## src/rtl/mct_pkg.sv

```systemverilog
// shared types, constants and codes of the match/capture timer
package mct_pkg;

    localparam int COUNT_WIDTH = 16;
    localparam int MATCH_WIDTH = 32;
    localparam int NUM_CH      = 4;
    localparam int MODE_WIDTH  = 3;
    localparam int FLAG_WIDTH  = NUM_CH + 1;
    localparam int GAP_WIDTH   = 16;
    localparam int CTRL_WIDTH  = 3;
    localparam int CFG_IDX_WIDTH = 3;

    localparam int CAP_FLAG    = NUM_CH;

    // mode bits of one channel
    localparam int MODE_NOTIFY = 0;
    localparam int MODE_CLEAR  = 1;
    localparam int MODE_STOP   = 2;

    // control bits
    localparam int CTRL_PWM    = 0;
    localparam int CTRL_IRQ_EN = 1;
    localparam int CTRL_CAP_EN = 2;

    localparam logic [MATCH_WIDTH-1:0] MATCH_RESET = 32'h0000_ffff;
    localparam logic [GAP_WIDTH-1:0]   GAP_RESET   = 16'd8;

    typedef logic [COUNT_WIDTH-1:0] t_count;
    typedef logic [MATCH_WIDTH-1:0] t_match;

    typedef enum logic [2:0] {
        CMD_TICK  = 3'd0,
        CMD_EDGE  = 3'd1,
        CMD_CLEAR = 3'd2,
        CMD_START = 3'd3,
        CMD_STOP  = 3'd4,
        CMD_RESET = 3'd5,
        CMD_LOAD  = 3'd6
    } t_cmd;

    typedef enum logic [CFG_IDX_WIDTH-1:0] {
        CFG_MATCH0 = 3'd0,
        CFG_MATCH1 = 3'd1,
        CFG_MATCH2 = 3'd2,
        CFG_MATCH3 = 3'd3,
        CFG_MODES  = 3'd4,
        CFG_CTRL   = 3'd5,
        CFG_GAP    = 3'd6
    } t_cfg_idx;

    typedef struct packed {
        t_cmd                  cmd;
        logic [FLAG_WIDTH-1:0] clear_mask;
        logic [31:0]           load_value;
    } t_item;

    typedef struct packed {
        t_match [NUM_CH-1:0]              match;
        logic [NUM_CH*MODE_WIDTH-1:0]     modes;
        logic [CTRL_WIDTH-1:0]            ctrl;
        logic [GAP_WIDTH-1:0]             gap;
    } t_cfg;

    typedef struct packed {
        logic                  is_running;
        logic                  capture_rejected;
        logic                  irq;
        logic                  tx_level;
        logic [31:0]           captured;
        logic [FLAG_WIDTH-1:0] flag_bits;
        logic [31:0]           count;
    } t_result;

endpackage

```

## src/rtl/match_capture_timer_unit.sv

```systemverilog
// top level of the match/capture timer: stream ports, config port, result register
//
// Timer with four match channels and one filtered edge capture, driven by
// command words on the input stream. Every accepted word yields exactly one result
// word. Throughput is one word per clock while the downstream side takes results:
// the timer state is updated (one increment, four parallel 32-bit compares and one
// subtract for the capture gap) as a word moves from the input register into the
// result register, from which its result is offered. While a finished result
// waits for the downstream side, the input register takes one more word and then
// holds s_axis_tready low until the result drains.
// Configuration writes are always accepted (o_cfg_ready is tied high) and must be
// issued only while no word is in flight; index 7 is ignored.
module match_capture_timer_unit (
    input  logic        i_clk,
    input  logic        i_rst_n,

    input  logic        s_axis_tvalid,
    output logic        s_axis_tready,
    // clear_mask[4:0], load_value[36:5], zero fill[39:37]
    input  logic [39:0] s_axis_tdata,
    // cmd[2:0]
    input  logic [2:0]  s_axis_tuser,

    output logic        m_axis_tvalid,
    input  logic        m_axis_tready,
    // count[31:0], flag_bits[36:32], captured[68:37], tx_level[69], irq[70],
    // capture_rejected[71], is_running[72], zero fill[79:73]
    output logic [79:0] m_axis_tdata,

    input  logic        i_cfg_valid,
    output logic        o_cfg_ready,
    input  logic [2:0]  i_cfg_index,
    input  logic [31:0] i_cfg_data
);

    mct_pkg::t_item   in_item;
    mct_pkg::t_item   held_item;
    mct_pkg::t_cfg    cfg;
    mct_pkg::t_result step_result;
    logic             held_valid;
    logic             step;

    logic             r_out_valid;
    mct_pkg::t_result r_out;

    // unpack the command word
    assign in_item.cmd        = mct_pkg::t_cmd'(s_axis_tuser);
    assign in_item.clear_mask = s_axis_tdata[4:0];
    assign in_item.load_value = s_axis_tdata[36:5];

    assign o_cfg_ready = 1'b1;

    mct_cfg u_cfg (
        .i_clk   (i_clk),
        .i_rst_n (i_rst_n),
        .i_wr    (i_cfg_valid),
        .i_index (i_cfg_index),
        .i_data  (i_cfg_data),
        .o_cfg   (cfg)
    );

    // a held word steps the timer whenever the result slot is free or draining
    assign step = held_valid && (!r_out_valid || m_axis_tready);

    mct_in_reg u_in_reg (
        .i_clk   (i_clk),
        .i_rst_n (i_rst_n),
        .i_valid (s_axis_tvalid),
        .o_ready (s_axis_tready),
        .i_item  (in_item),
        .o_valid (held_valid),
        .i_take  (step),
        .o_item  (held_item)
    );

    mct_core u_core (
        .i_clk    (i_clk),
        .i_rst_n  (i_rst_n),
        .i_step   (step),
        .i_item   (held_item),
        .i_cfg    (cfg),
        .o_result (step_result)
    );

    // result register
    always_ff @(posedge i_clk) begin
        if (!i_rst_n) begin
            r_out_valid <= 1'b0;
        end else if (step) begin
            r_out_valid <= 1'b1;
        end else if (m_axis_tready) begin
            r_out_valid <= 1'b0;
        end
    end

    always_ff @(posedge i_clk) begin
        if (step) begin
            r_out <= step_result;
        end
    end

    assign m_axis_tvalid = r_out_valid;
    assign m_axis_tdata  = {7'd0, r_out};

endmodule

```

## src/rtl/mct_cfg.sv

```systemverilog
// configuration register file of the match/capture timer
module mct_cfg (
    input  logic                              i_clk,
    input  logic                              i_rst_n,
    input  logic                              i_wr,
    input  logic [mct_pkg::CFG_IDX_WIDTH-1:0] i_index,
    input  logic [31:0]                       i_data,
    output mct_pkg::t_cfg                     o_cfg
);

    mct_pkg::t_cfg r_cfg;

    always_ff @(posedge i_clk) begin
        if (!i_rst_n) begin
            r_cfg.match <= {mct_pkg::NUM_CH{mct_pkg::MATCH_RESET}};
            r_cfg.modes <= '0;
            r_cfg.ctrl  <= '0;
            r_cfg.gap   <= mct_pkg::GAP_RESET;
        end else if (i_wr) begin
            case (mct_pkg::t_cfg_idx'(i_index))
                mct_pkg::CFG_MATCH0: r_cfg.match[0] <= i_data;
                mct_pkg::CFG_MATCH1: r_cfg.match[1] <= i_data;
                mct_pkg::CFG_MATCH2: r_cfg.match[2] <= i_data;
                mct_pkg::CFG_MATCH3: r_cfg.match[3] <= i_data;
                mct_pkg::CFG_MODES: begin
                    r_cfg.modes <= i_data[mct_pkg::NUM_CH*mct_pkg::MODE_WIDTH-1:0];
                end
                mct_pkg::CFG_CTRL:   r_cfg.ctrl <= i_data[mct_pkg::CTRL_WIDTH-1:0];
                mct_pkg::CFG_GAP:    r_cfg.gap  <= i_data[mct_pkg::GAP_WIDTH-1:0];
                default: ;
            endcase
        end
    end

    assign o_cfg = r_cfg;

endmodule

```

## src/rtl/mct_in_reg.sv

```systemverilog
// input register stage holding one command word
module mct_in_reg (
    input  logic           i_clk,
    input  logic           i_rst_n,
    input  logic           i_valid,
    output logic           o_ready,
    input  mct_pkg::t_item i_item,
    output logic           o_valid,
    input  logic           i_take,
    output mct_pkg::t_item o_item
);

    logic           r_valid;
    mct_pkg::t_item r_item;

    // refill in the same cycle the held word moves on
    assign o_ready = !r_valid || i_take;

    always_ff @(posedge i_clk) begin
        if (!i_rst_n) begin
            r_valid <= 1'b0;
        end else if (o_ready) begin
            r_valid <= i_valid;
        end
    end

    always_ff @(posedge i_clk) begin
        if (o_ready && i_valid) begin
            r_item <= i_item;
        end
    end

    assign o_valid = r_valid;
    assign o_item  = r_item;

endmodule

```

## src/rtl/mct_core.sv

```systemverilog
// timer state and the combinational command step
module mct_core (
    input  logic             i_clk,
    input  logic             i_rst_n,
    input  logic             i_step,
    input  mct_pkg::t_item   i_item,
    input  mct_pkg::t_cfg    i_cfg,
    output mct_pkg::t_result o_result
);

    mct_pkg::t_count                  r_counter, n_counter;
    logic                             r_running, n_running;
    logic [mct_pkg::FLAG_WIDTH-1:0]   r_flags, n_flags;
    mct_pkg::t_count                  r_capture, n_capture;
    mct_pkg::t_count                  r_last, n_last;
    logic                             r_seen, n_seen;
    logic                             r_pwm, n_pwm;

    mct_pkg::t_count                  inc;
    mct_pkg::t_count                  diff;
    logic [mct_pkg::NUM_CH-1:0]       hit;
    logic                             clr_cnt;
    logic                             stop_hit;
    logic                             pwm_set;
    logic                             edge_ok;
    logic                             too_close;
    logic                             rejected;
    logic [mct_pkg::MODE_WIDTH-1:0]   mode;

    assign inc  = r_counter + mct_pkg::t_count'(1);
    assign diff = r_counter - r_last;

    // parallel compares against the incremented count
    always_comb begin
        hit      = '0;
        clr_cnt  = 1'b0;
        stop_hit = 1'b0;
        mode     = '0;
        for (int ch = 0; ch < mct_pkg::NUM_CH; ch++) begin
            mode = i_cfg.modes[ch*mct_pkg::MODE_WIDTH +: mct_pkg::MODE_WIDTH];
            hit[ch] = (mode != '0) && (mct_pkg::t_match'(inc) >= i_cfg.match[ch]);
            if (hit[ch] && mode[mct_pkg::MODE_CLEAR]) clr_cnt = 1'b1;
            if (hit[ch] && mode[mct_pkg::MODE_STOP])  stop_hit = 1'b1;
        end
    end

    assign pwm_set = i_cfg.ctrl[mct_pkg::CTRL_PWM] &&
                     (mct_pkg::t_match'(inc) >= i_cfg.match[0]);

    assign edge_ok   = r_running && i_cfg.ctrl[mct_pkg::CTRL_IRQ_EN] &&
                       i_cfg.ctrl[mct_pkg::CTRL_CAP_EN];
    assign too_close = r_seen && (r_counter >= r_last) &&
                       (diff < mct_pkg::t_count'(i_cfg.gap));

    always_comb begin
        n_counter = r_counter;
        n_running = r_running;
        n_flags   = r_flags;
        n_capture = r_capture;
        n_last    = r_last;
        n_seen    = r_seen;
        n_pwm     = r_pwm;
        rejected  = 1'b0;
        case (i_item.cmd)
            mct_pkg::CMD_TICK: begin
                if (r_running) begin
                    n_flags   = r_flags | mct_pkg::FLAG_WIDTH'(hit);
                    n_running = !stop_hit;
                    n_counter = (clr_cnt || stop_hit) ? '0 : inc;
                    if (hit[2])       n_pwm = 1'b0;
                    else if (pwm_set) n_pwm = 1'b1;
                end
            end
            mct_pkg::CMD_EDGE: begin
                if (edge_ok) begin
                    if (too_close) begin
                        rejected = 1'b1;
                    end else begin
                        n_last    = r_counter;
                        n_seen    = 1'b1;
                        n_capture = r_counter;
                        n_flags[mct_pkg::CAP_FLAG] = 1'b1;
                    end
                end
            end
            mct_pkg::CMD_CLEAR: n_flags = r_flags & ~i_item.clear_mask;
            mct_pkg::CMD_START: begin
                n_running = 1'b1;
                n_counter = '0;
            end
            mct_pkg::CMD_STOP: begin
                n_running = 1'b0;
                n_counter = '0;
            end
            mct_pkg::CMD_RESET: begin
                n_counter = '0;
                n_seen    = 1'b0;
                n_last    = '0;
            end
            mct_pkg::CMD_LOAD: n_counter = i_item.load_value[mct_pkg::COUNT_WIDTH-1:0];
            default: ;
        endcase
    end

    always_ff @(posedge i_clk) begin
        if (!i_rst_n) begin
            r_counter <= '0;
            r_running <= 1'b0;
            r_flags   <= '0;
            r_capture <= '0;
            r_last    <= '0;
            r_seen    <= 1'b0;
            r_pwm     <= 1'b0;
        end else if (i_step) begin
            r_counter <= n_counter;
            r_running <= n_running;
            r_flags   <= n_flags;
            r_capture <= n_capture;
            r_last    <= n_last;
            r_seen    <= n_seen;
            r_pwm     <= n_pwm;
        end
    end

    always_comb begin
        o_result.count            = n_running ? 32'(n_counter) : 32'd0;
        o_result.flag_bits        = n_flags;
        o_result.captured         = 32'(n_capture);
        o_result.tx_level         = n_pwm;
        o_result.irq              = i_cfg.ctrl[mct_pkg::CTRL_IRQ_EN] && (n_flags != '0);
        o_result.capture_rejected = rejected;
        o_result.is_running       = n_running;
    end

`ifndef NO_ASSERTIONS
    a_stop_halts: assert property (@(posedge i_clk) disable iff (!i_rst_n)
        (i_step && i_item.cmd == mct_pkg::CMD_STOP) |=> (!r_running && r_counter == '0))
        else $error("stop did not halt the counter");

    a_capture_sets_flag: assert property (@(posedge i_clk) disable iff (!i_rst_n)
        (i_step && i_item.cmd == mct_pkg::CMD_EDGE && edge_ok && !too_close)
        |=> (r_flags[mct_pkg::CAP_FLAG] && r_seen && r_capture == r_last))
        else $error("accepted capture did not latch");

    a_reject_keeps_capture: assert property (@(posedge i_clk) disable iff (!i_rst_n)
        (i_step && rejected) |=> ($stable(r_capture) && $stable(r_flags)))
        else $error("rejected edge changed capture state");

    a_idle_tick: assert property (@(posedge i_clk) disable iff (!i_rst_n)
        (i_step && i_item.cmd == mct_pkg::CMD_TICK && !r_running)
        |=> ($stable(r_counter) && $stable(r_flags) && $stable(r_pwm)))
        else $error("tick while stopped changed state");
`endif

endmodule

```

## config.mk

```make
export PLATFORM = sky130hd
export DESIGN_NAME = match_capture_timer_unit
export DESIGN_NICKNAME = d
export VERILOG_FILES = /design/src/rtl/mct_pkg.sv /design/src/rtl/match_capture_timer_unit.sv /design/src/rtl/mct_cfg.sv /design/src/rtl/mct_in_reg.sv /design/src/rtl/mct_core.sv
export SDC_FILE = /design/constraint.sdc
export NUM_CORES = 1
export LEC_CHECK = 0
export BUFFER_PORTS_ARGS = -buffer_cell sky130_fd_sc_hd__buf_2
export CORE_ASPECT_RATIO = 1.5
export CORE_MARGIN = 4
export CORE_UTILIZATION = 35
export CTS_BUF_LIST = sky130_fd_sc_hd__clkbuf_4
export DETAILED_ROUTE_END_ITERATION = 16
export SLEW_MARGIN = 20
export SYNTH_ARGS = -nofsm -noshare
export SYNTH_HDL_FRONTEND = slang
export SYNTH_SLANG_ARGS = --single-unit
export TNS_END_PERCENT = 30
```

## constraint.sdc

```tcl
create_clock -name i_clk -period 4.7 [get_ports i_clk]
set_input_delay 0.47 -clock i_clk [delete_from_list [all_inputs] [get_ports i_clk]]
set_output_delay 0.47 -clock i_clk [all_outputs]
set_load 0.1 [all_outputs]
```

Word-level counts from Yosys, hierarchy flattened
Cells that the tools add are included.
{"block": "op_classes", "n_bitwise": 3, "n_mux": 34, "order_cmp": 6, "eq_ne": 14, "reduce_logical": 45, "n_addsub": 2}
{"cell": "$ge 16x32->1", "count": 4}
{"cell": "$mux 16", "count": 7}
{"cell": "$pmux 16 s3", "count": 1}
{"cell": "$pmux 16 s2", "count": 1}
{"cell": "$logic_and 1x1->1", "count": 20}
{"cell": "$mux 1", "count": 20}
{"cell": "$eq 3x3->1 const B", "count": 6}
{"cell": "$add 16x1->16 const B", "count": 1}
{"cell": "$ge 16x16->1", "count": 1}
{"cell": "$lt 16x16->1", "count": 1}
{"cell": "$reduce_and 2->1", "count": 8}
{"cell": "$sub 16x16->16", "count": 1}
{"cell": "$eq 3x2->1 const B", "count": 4}
{"cell": "$reduce_bool 3->1", "count": 4}
{"cell": "$pmux 4 s2", "count": 1}
{"cell": "$eq 3x1->1 const B", "count": 2}
{"cell": "$logic_not 3->1", "count": 2}
{"cell": "$pmux 1 s3", "count": 2}
{"cell": "$and 5x5->5", "count": 1}
{"cell": "$mux 5", "count": 1}
{"cell": "$not 5->5", "count": 1}
{"cell": "$or 5x4->5", "count": 1}
{"cell": "$reduce_bool 5->1", "count": 1}
{"cell": "$reduce_and 4->1", "count": 1}
{"cell": "other kinds (7)", "count": 12}
{"block": "totals", "wordCells": 131, "inputBits": 83, "ff_bits": 298}

Depth between registers and ports, before layout
Gate-level depths: netlist (run 1).
{"block": "depth", "ltp_word": 12, "depth_mapped": 21, "ltp_nobuf": 18}

Cells and area by module
A second synthesis (run 1) with hierarchy kept.
{"block": "unflattened", "hier_cells": 1603, "area_unflattened_um2": 16205.5}
{"module": "mct_core", "seq_area_each_um2": 1121.1, "area_each_um2": 6541.3, "cells_each": 896, "instances": 1}
{"module": "mct_cfg", "seq_area_each_um2": 3183.1, "area_each_um2": 6098.3, "cells_each": 575, "instances": 1}
{"module": "match_capture_timer_unit", "seq_area_each_um2": 2212.1, "area_each_um2": 2307.2, "cells_each": 87, "instances": 1}
{"module": "mct_in_reg", "seq_area_each_um2": 1221.2, "area_each_um2": 1258.7, "cells_each": 45, "instances": 1}

Worst setup path after synthesis (run 1)
OpenSTA, ideal clock, no wires.
{"block": "synth_path", "path_kind": "flip-flop to flip-flop", "start": "reg u_core.r_counter[0]", "end": "reg r_out (netlist bit m_axis_tdata[37]) (data pin)", "path_stages_with_launch": 19, "setup_slack_ns": 0.477, "t_arrival_ns": 3.964, "setup_ns": 0.260, "n_path_buf": 2, "path_cell_list": "dfxtp_1 clkbuf_1 inv_1 ha_1 fa_1 nor2b_1 o21ai_0 nand2b_1 a21oi_1 o221a_2 xnor2_1 ha_1 nor2b_1 o21ai_0 nand4b_1 a311o_2 nand3_2 buf_2 mux2_2"}
{"item": "from (decl)", "line": "mct_core.sv:11", "source": "mct_pkg::t_count r_counter, n_counter;"}
{"item": "from (signal assigned)", "line": "mct_core.sv:115", "source": "r_counter <= n_counter;"}
{"item": "to (signal assigned)", "line": "match_capture_timer_unit.sv:98", "source": "r_out <= step_result;"}
{"item": "to (decl)", "line": "match_capture_timer_unit.sv:44", "source": "mct_pkg::t_result r_out;"}

Worst setup path in the final report (run 1)
{"block": "layout_path", "start": "reg u_core.r_counter[1]", "end": "reg r_out (netlist bit m_axis_tdata[10]) (data pin)"}
{"block": "layout_via", "elab_chain_cells": 12}
{"item": "$add 16x1->16 *", "line": "mct_core.sv:30", "source": "assign inc = r_counter + mct_pkg::t_count'(1);"}
{"item": "$ge 16x32->1", "line": "mct_core.sv:41", "source": "hit[ch] = (mode != '0) && (mct_pkg::t_match'(inc) >= i_cfg.match[ch]);"}
{"item": "$logic_and 1x1->1", "line": "mct_core.sv:41"}
{"item": "$logic_and 1x1->1, on equally long branches", "line": "mct_core.sv:42, mct_core.sv:43"}
{"item": "$mux 1, on equally long branches (4 in series)", "line": "mct_core.sv:42, mct_core.sv:43"}
{"item": "$logic_or 1x1->1", "line": "mct_core.sv:69", "source": "n_counter = (clr_cnt || stop_hit) ? '0 : inc;"}
{"item": "$mux 16", "line": "mct_core.sv:69"}
{"item": "$mux 16", "line": "mct_core.sv:66", "source": "if (r_running) begin"}
{"item": "$pmux 16 s3", "line": "mct_core.sv:64", "source": "case (i_item.cmd)"}
Every way passes the cells marked *; elsewhere a longest branch is shown, timed or not.
A chain may end at the register's enable or synchronous reset.

==> results.md, run 1 <==
* First-pass GRT wire length at 65360 um
* Initial antenna violation count at 3
* WL/cell at 17.14 um
* Ys flop type: dfxtp_1
* Post-Syn Area at 14510 um2
* Vias in the first global route at 12460
* Post-Synth Adder-Cell Area at 8.417%
* Cell chain of the critical path: ha_1, nand4_1, or2_2, nor3_1, xor2_1, buf_4, ha_1, nand4_1, nor3_1, a211o_1, a32o_2, o41ai_2, a211oi_1, a2111oi_2
* Unrepaired setup endpoints after global routing: false
* Seq cells post-synth at 282
* Post-route antenna net violation count at 0
* Setup TNS at 0 ns
* Mux share of post-synthesis cell area at 1.449%
* CTS tree: done
* PortBufs at 106
* Max IR drop VDD at 219.3 uV
* Hold WC Path Type: input port to flip-flop
* Drt total wl at 41850 um
* Slew Limit Fails at 0
* Final cell count without fillers at 2441
* Setup CP Type: flip-flop to flip-flop
* PD cells at 326.4 nW/um2
* Slowest-stage cell, CP: dfxtp_2
* # DRC at 0
* Slowest stage delay, CP at 0.44 ns
* R2r setup slk at 0.29 ns
* Synth Area in Simple Gates at 16.83%
* Die H at 257.4 um
* Synth Area in Compound Gates at 20.63%
* Status: complete, no violations
* Xor and xnor area share after synthesis at 1.690%
* Overall via count from detail_route at 12460
* Largest net degree at the start of global routing at 128
* Final hold vios at 0
* CP bufs+invs at 1
* FP Rows at 91
* Initial core utilization at 35.30%
* CTS Sinks at 282
* Skew final at 0.05499 ns
* I/O pins at 166
* Fraction of registers with async set/reset at 0%
* Share of cells above drive strength 1 at 17.27%
* Mean Syn Cell Area at 8.857 um2
* Slew @ Worst Pin at 1.071 ns
* Area post-placement at 15640 um2
* Crit path max fanout at 11
* Clock Path Buffers at 3
* DIE WIDTH at 174.2 um
* CTS clk-pin slew, worst paths at 0.07 ns
* Nets at 2007
* Number of CTS-inserted buffers at 73
* Post-synth EDFFs at 65
* Die Area at 44840 um2
* Max Fclk at 227.0 MHz
* Crit share post-route at 93.73%
* Vias per inst at 5.106
* Final setup violation count at 0
* Crit path launch type: flip-flop
* Netlist cell types at 77
* Cell family with most CP delay: compound AO/OA/AOI/OAI gates
* Leakage at 7.348 nW
* Critical path data required time at 5.22 ns
* Initial drt markers at 717
* Area grow syn2layout at 18.19%
* Dpl cells at 2256
* H-tree Lvls at 3
* Max Cap Viol at 0
* Gr usage total at 18.13%
* Synth warn at 0
* CP Data Arrival Time at 4.92 ns
* Post-layout min period at 4.405 ns
* Slew headroom at 28.32%
* HPWL after DPL at 29580 um
* Design area at 17150 um2
* Seq/Total Area, Yosys at 43.40%
* Largest family of logic cells by synthesized area: compound AO/OA/AOI/OAI gates
* Worst skew pair latency at 0.74 ns
* Core Area at 41100 um2
* Synthesized instance count at 1638
* Root Buffer: clkbuf_4
* Gr ovfl total at 0
* CP endpoint kind: flip-flop
* 1st-pass router iterations at 5
* RD Place Congestion at 0.8923
synth_stat cells, drive strengths merged, types with 5 or more instances:
cell type / n / area (um2)
nand3b: 17 / 127.6
mux2: 16 / 180.2
nor4: 17 / 112.6
dfxtp: 217 / 4344
a22oi: 12 / 90.09
nand2b: 15 / 93.84
inv: 107 / 401.6
xnor2: 21 / 183.9
or2: 5 / 31.28
and2: 5 / 31.28
a211oi: 10 / 75.07
o221ai: 5 / 43.79
buf: 59 / 397.9
a21boi: 95 / 716.9
nor2b: 16 / 100.1
a21oi: 53 / 269.0
nand4: 10 / 62.56
o21a: 7 / 52.55
xor2: 7 / 61.31
o211ai: 66 / 495.5
a22o: 19 / 166.4
nand2: 320 / 1201
o21ai: 55 / 275.3
nand3: 36 / 185.2
nor2: 67 / 259.0
ha: 96 / 1201
a21o: 24 / 180.2
nor3: 16 / 91.34
edfxtp: 65 / 1952
a31oi: 43 / 269.0
clkbuf: 78 / 292.8
worst reg2reg max path, delay by kind of cell (launching register included):
family	cells	cell delay, ns
simple gates	5	0.94
flops	1	0.44
buf+inv	1	0.22
fa+ha+maj	2	0.46
xor+xnor	1	0.36
compound gates	5	1.77
layout make-up:
type	instances	area (um2)
timing repair buffer	212	1523
antenna	1	2.502
clock inverter	21	92.59
fill	4103	23960
sequential	282	6297
clock buffer	109	818.3
multi-input combinational	1151	7313
tap	558	698.2
inverter	107	401.6
power breakdown:
part           internal [W]  switching, W  total, W
Clock               0.00106       0.00102   0.00209
Sequential          0.00255     0.0000412   0.00260
Combinational      0.000274      0.000636  0.000910
cell families (layout without fill, tap and decap cells):
logic type	count (synthesis)	count (layout)
AND/OR/NAND/NOR	543	544
AO/OA/AOI/OAI	423	423
flip-flops	282	282
buffers and inverters	244	449
adder cells (fa/ha/maj)	97	97
XOR/XNOR	28	28
multiplexers	19	19
other	2	41
per-stage QoR:
stage	hold WS, ns	utilization (%)	setup WS (ns)	power [W]
detailed placement	0.4487	38.06	0.1469	0.003520
CTS	0.0009510	41.49	0.1410	0.005668
finish	0.06887	41.72	0.2947	0.005596
global route	0.04594	41.72	0.08813	0.005869
floorplan	0.4367	-	0.4765	0.003306
global placement	0.4488	38.06	0.1120	0.003506
timing repair:
item,CTS,global route
hold endpoints to repair,103,0
buffers inserted,0,1
endpoints found under the setup margin,0,31
resized for setup,0,4
hold buffers,50,0
layer usage:
layer	track usage [%]	part of all wire, %
met5	0	0.026
met4	9.597	4.5
met3	3.395	5.0
met2	34.02	53
met1	18.94	37
worst paths after layout:
| kind | from | end | cells after the start |
|---|---|---|---|
| worst max-delay path | u_core.r_counter[1] | m_axis_tdata[10] | 14 |
| worst min-delay path | i_cfg_data[1] | u_cfg.o_cfg[1] | 3 |
| worst max register to register | u_core.r_counter[1] | m_axis_tdata[10] | 14 |
| worst min register to register | u_cfg.o_cfg[146] | u_cfg.o_cfg[146] | 2 |
cells in the final DEF, fill, tap and decap left out, types with 15 or more instances in the layout:
master,n
a31oi_1,43
clkbuf_4,109
nand2_1,320
a21o_1,24
mux2_2,16
a21oi_1,52
nor2b_1,16
a22o_1,19
nor2_1,64
dfxtp_1,216
edfxtp_1,65
dlygate4sd3_1,50
conb_1,40
xnor2_1,21
nand3_1,35
o21ai_0,52
buf_4,52
a21boi_0,94
inv_1,106
nand3b_1,17
ha_1,96
o211ai_1,66
nand2b_1,15
nor4_1,15
buf_2,105
registers in the layout, indices dropped and copies added (netlist names):
name / count
u_core.r_running: 1
u_core.r_flags: 5
u_in_reg.o_item: 24
u_core.r_seen: 1
m_axis_tdata: 41
u_core.r_capture: 16
m_axis_tvalid: 1
u_core.r_last: 16
u_cfg.o_cfg: 159
u_core.r_counter: 16
u_in_reg.o_valid: 1
u_core.r_pwm: 1
Power figures use the tool's default switching activity.
==> run 2: changes to the inputs <==
--- a/config.mk
+++ b/config.mk
@@ -11,6 +11,7 @@
 export CORE_UTILIZATION = 35
 export CTS_BUF_LIST = sky130_fd_sc_hd__clkbuf_4
 export DETAILED_ROUTE_END_ITERATION = 16
+export RECOVER_POWER = 100
 export SLEW_MARGIN = 20
 export SYNTH_ARGS = -nofsm -noshare
 export SYNTH_HDL_FRONTEND = slang
==> results.md, run 2 (synthesis gave the netlist of run 1 again) <==
* FP Rows at 91 (unchanged)
* Hold WC Path Type: input port to flip-flop (unchanged)
* WL/cell at 17.13 um (was 17.14 um)
* Setup CP Type: flip-flop to flip-flop (unchanged)
* Final hold vios at 0 (unchanged)
* Slew Limit Fails at 328 (was 0)
* CP endpoint kind: flip-flop (unchanged)
* Met2 Resource Use GR at 34.02% (unchanged)
* Initial core utilization at 35.30% (unchanged)
* Worst skew pair latency at 0.75 ns (was 0.74 ns)
* Area grow syn2layout at 16.95% (was 18.19%)
* Layout Utilization at 41.28% (was 41.72%)
* Vias in the first global route at 12460 (unchanged)
* First-pass GRT wire length at 65360 um (unchanged)
* NetSw at 0.001704 W (was 0.001702 W)
* Nets at 2007 (unchanged)
* Max Cap Viol at 5 (was 0)
* PortBufs at 106 (unchanged)
* Post-layout min period at 4.397 ns (was 4.405 ns)
* Largest net degree at the start of global routing at 128 (unchanged)
* Clock Power Share at 37.4% (was 37.3%)
* Die H at 257.4 um (unchanged)
* Leakage at 7.146 nW (was 7.348 nW)
* Critical path data required time at 5.21 ns (was 5.22 ns)
* GR peak layer: met2 (unchanged)
* Worst Setup SP: u_core.r_counter[5] (was u_core.r_counter[1])
* # DRC at 0 (unchanged)
* DIE WIDTH at 174.2 um (unchanged)
* Gr usage total at 18.13% (unchanged)
* Failing checks: capacitance limit, slew limit
* Setup TNS at 0 ns (unchanged)
* Max FFs per register at 159 (unchanged)
* Clock Path Buffers at 3 (unchanged)
* HPWL after DPL at 29580 um (unchanged)
* CTS Sinks at 282 (unchanged)
* Drt total wl at 41820 um (was 41850 um)
* Root Buffer: clkbuf_4 (unchanged)
* Crit share post-route at 93.55% (was 93.73%)
* Initial antenna violation count at 3 (unchanged)
* Sequential power share at 46.4% (about the same)
* I/O pins at 166 (unchanged)
* Gr ovfl total at 0 (unchanged)
* Overall via count from detail_route at 12440 (was 12460)
* Commonest non-fill, non-tap cells in the layout: 320 x nand2_1, 216 x dfxtp_1, 109 x clkbuf_4, 106 x inv_1, 96 x ha_1 (was 320 x nand2_1, 216 x dfxtp_1, 109 x clkbuf_4, 106 x inv_1, 105 x buf_2)
* Met1 GRT Util at 18.94% (unchanged)
* Reg2Reg Launch Point: u_core.r_counter[5] (was u_core.r_counter[1])
* Unrepaired setup endpoints after global routing: false (unchanged)
* Max Fclk at 227.4 MHz (was 227.0 MHz)
* Status: finished with violations (was complete, no violations)
* Hold wc startpoint: i_cfg_data[1] (unchanged)
* CTS clk-pin slew, worst paths at 0.07 ns (about the same)
* Final WS setup at 0.3033 ns (was 0.2947 ns)
* Pre-CTS WS at 0.1469 ns (unchanged)
* H-tree Lvls at 3 (unchanged)
* CTS tree: done (unchanged)
* Share of cells above drive strength 1 at 13.55% (was 17.27%)
* Combinational fraction of design power at 16.1% (was 16.3%)
* Most common cell after layout, fill and taps aside: nand2_1 (unchanged)
* Met3 Usage GRT at 3.395% (unchanged)
* CP Data Arrival Time at 4.91 ns (was 4.92 ns)
* Slew @ Worst Pin at 2.823 ns (was 1.071 ns)
* PD cells at 329.7 nW/um2 (was 326.4 nW/um2)
* Die Area at 44840 um2 (unchanged)
* Sw Ratio at 30.47% (was 30.42%)
* Final setup violation count at 0 (unchanged)
* Vias per inst at 5.098 (was 5.106)
* Int Pwr at 0.003890 W (was 0.003894 W)
* Skew final at 0.05660 ns (was 0.05499 ns)
* Slew headroom at -88.21% (was 28.32%)
* Initial drt markers at 660 (was 717)
* 1st-pass router iterations at 5 (unchanged)
* Number of CTS-inserted buffers at 73 (unchanged)
* Crit path max fanout at 27 (was 11)
* RD Place Congestion at 0.8923 (unchanged)
* Post-route antenna net violation count at 0 (unchanged)
* Max IR drop VDD at 218.9 uV (was 219.3 uV)
* Core Area at 41100 um2 (unchanged)
* Crit path launch type: flip-flop (unchanged)
==> run 2: through the flow <==
stage / instances / area [um2] / power (W) / hold WS [ns]
2_1_floorplan: 1676 / 14650 / 0.003306 / 0.4367
3_3_place_gp: 2256 / 15640 / 0.003506 / 0.4488
3_5_place_dp: 2256 / 15640 / 0.003520 / 0.4487
4_1_cts: 2436 / 17050 / 0.005668 / 0.0009510
5_1_grt: 2441 / 16970 / 0.005865 / 0.05004
6_report: 2441 / 16970 / 0.005595 / 0.06190
==> run 2: critical path, stage by stage (launching register included) <==
cell      delay (ns)
dfxtp_1         0.33
and4_1          0.26
and4_1          0.27
and3_1          0.20
nand3_1         0.22
xnor2_1         0.38
ha_1            0.31
and2_0          0.18
a221o_1         0.29
a21oi_1         0.16
o21ai_1         0.17
clkbuf_1        0.19
a32o_1          0.30
nor2_1          0.21
buf_12          0.19
a31oi_1         0.10
a211oi_1        0.40
==> run 2: power groups by stage <==
stage / clock network, W / logic [W] / registers [W]
floorplan: 0 / 0.000561 / 0.00275
global placement: 0 / 0.000858 / 0.00265
detailed placement: 0 / 0.000870 / 0.00265
CTS: 0.00217 / 0.000906 / 0.00260
global route: 0.00228 / 0.000976 / 0.00260
finish: 0.00209 / 0.000902 / 0.00260
==> run 2: per-layer routing <==
| layer | share of wire [%] | up-vias |
|---|---|---|
| li1 | - | 6096 |
| met4 | 4.3 | 2 |
| met2 | 53 | 356 |
| met3 | 5.2 | 113 |
| met1 | 37 | 5877 |
| met5 | 0.026 | - |
==> run 2: cell type report <==
cell class | instances | area [um2]
Clock buffer | 109 | 818.3
Antenna cell | 1 | 2.502
Tap cell | 558 | 698.2
Timing Repair Buffer | 212 | 1391
Sequential cell | 282 | 6297
Fill cell | 4141 | 24140
Inverter | 107 | 401.6
Multi-Input combinational cell | 1151 | 7264
Clock inverter | 21 | 92.59
==> run 2: worst paths after layout <==
kind / slack (ns) / depth (start not counted) / to
min reg2reg: 0.46 / 2 / u_cfg.o_cfg[146]
max: 0.30 / 16 / m_axis_tdata[11]
min: 0.06 / 3 / u_cfg.o_cfg[1]
max reg2reg: 0.30 / 16 / m_axis_tdata[11]
==> run 2: what timing repair did <==
| item | in CTS | in global routing |
|---|---|---|
| setup endpoints to repair | 0 | 31 |
| gates resized for setup | 0 | 4 |
| endpoints found under the hold margin | 103 | 0 |
| buffers inserted | 0 | 1 |
| hold buffers | 50 | 0 |
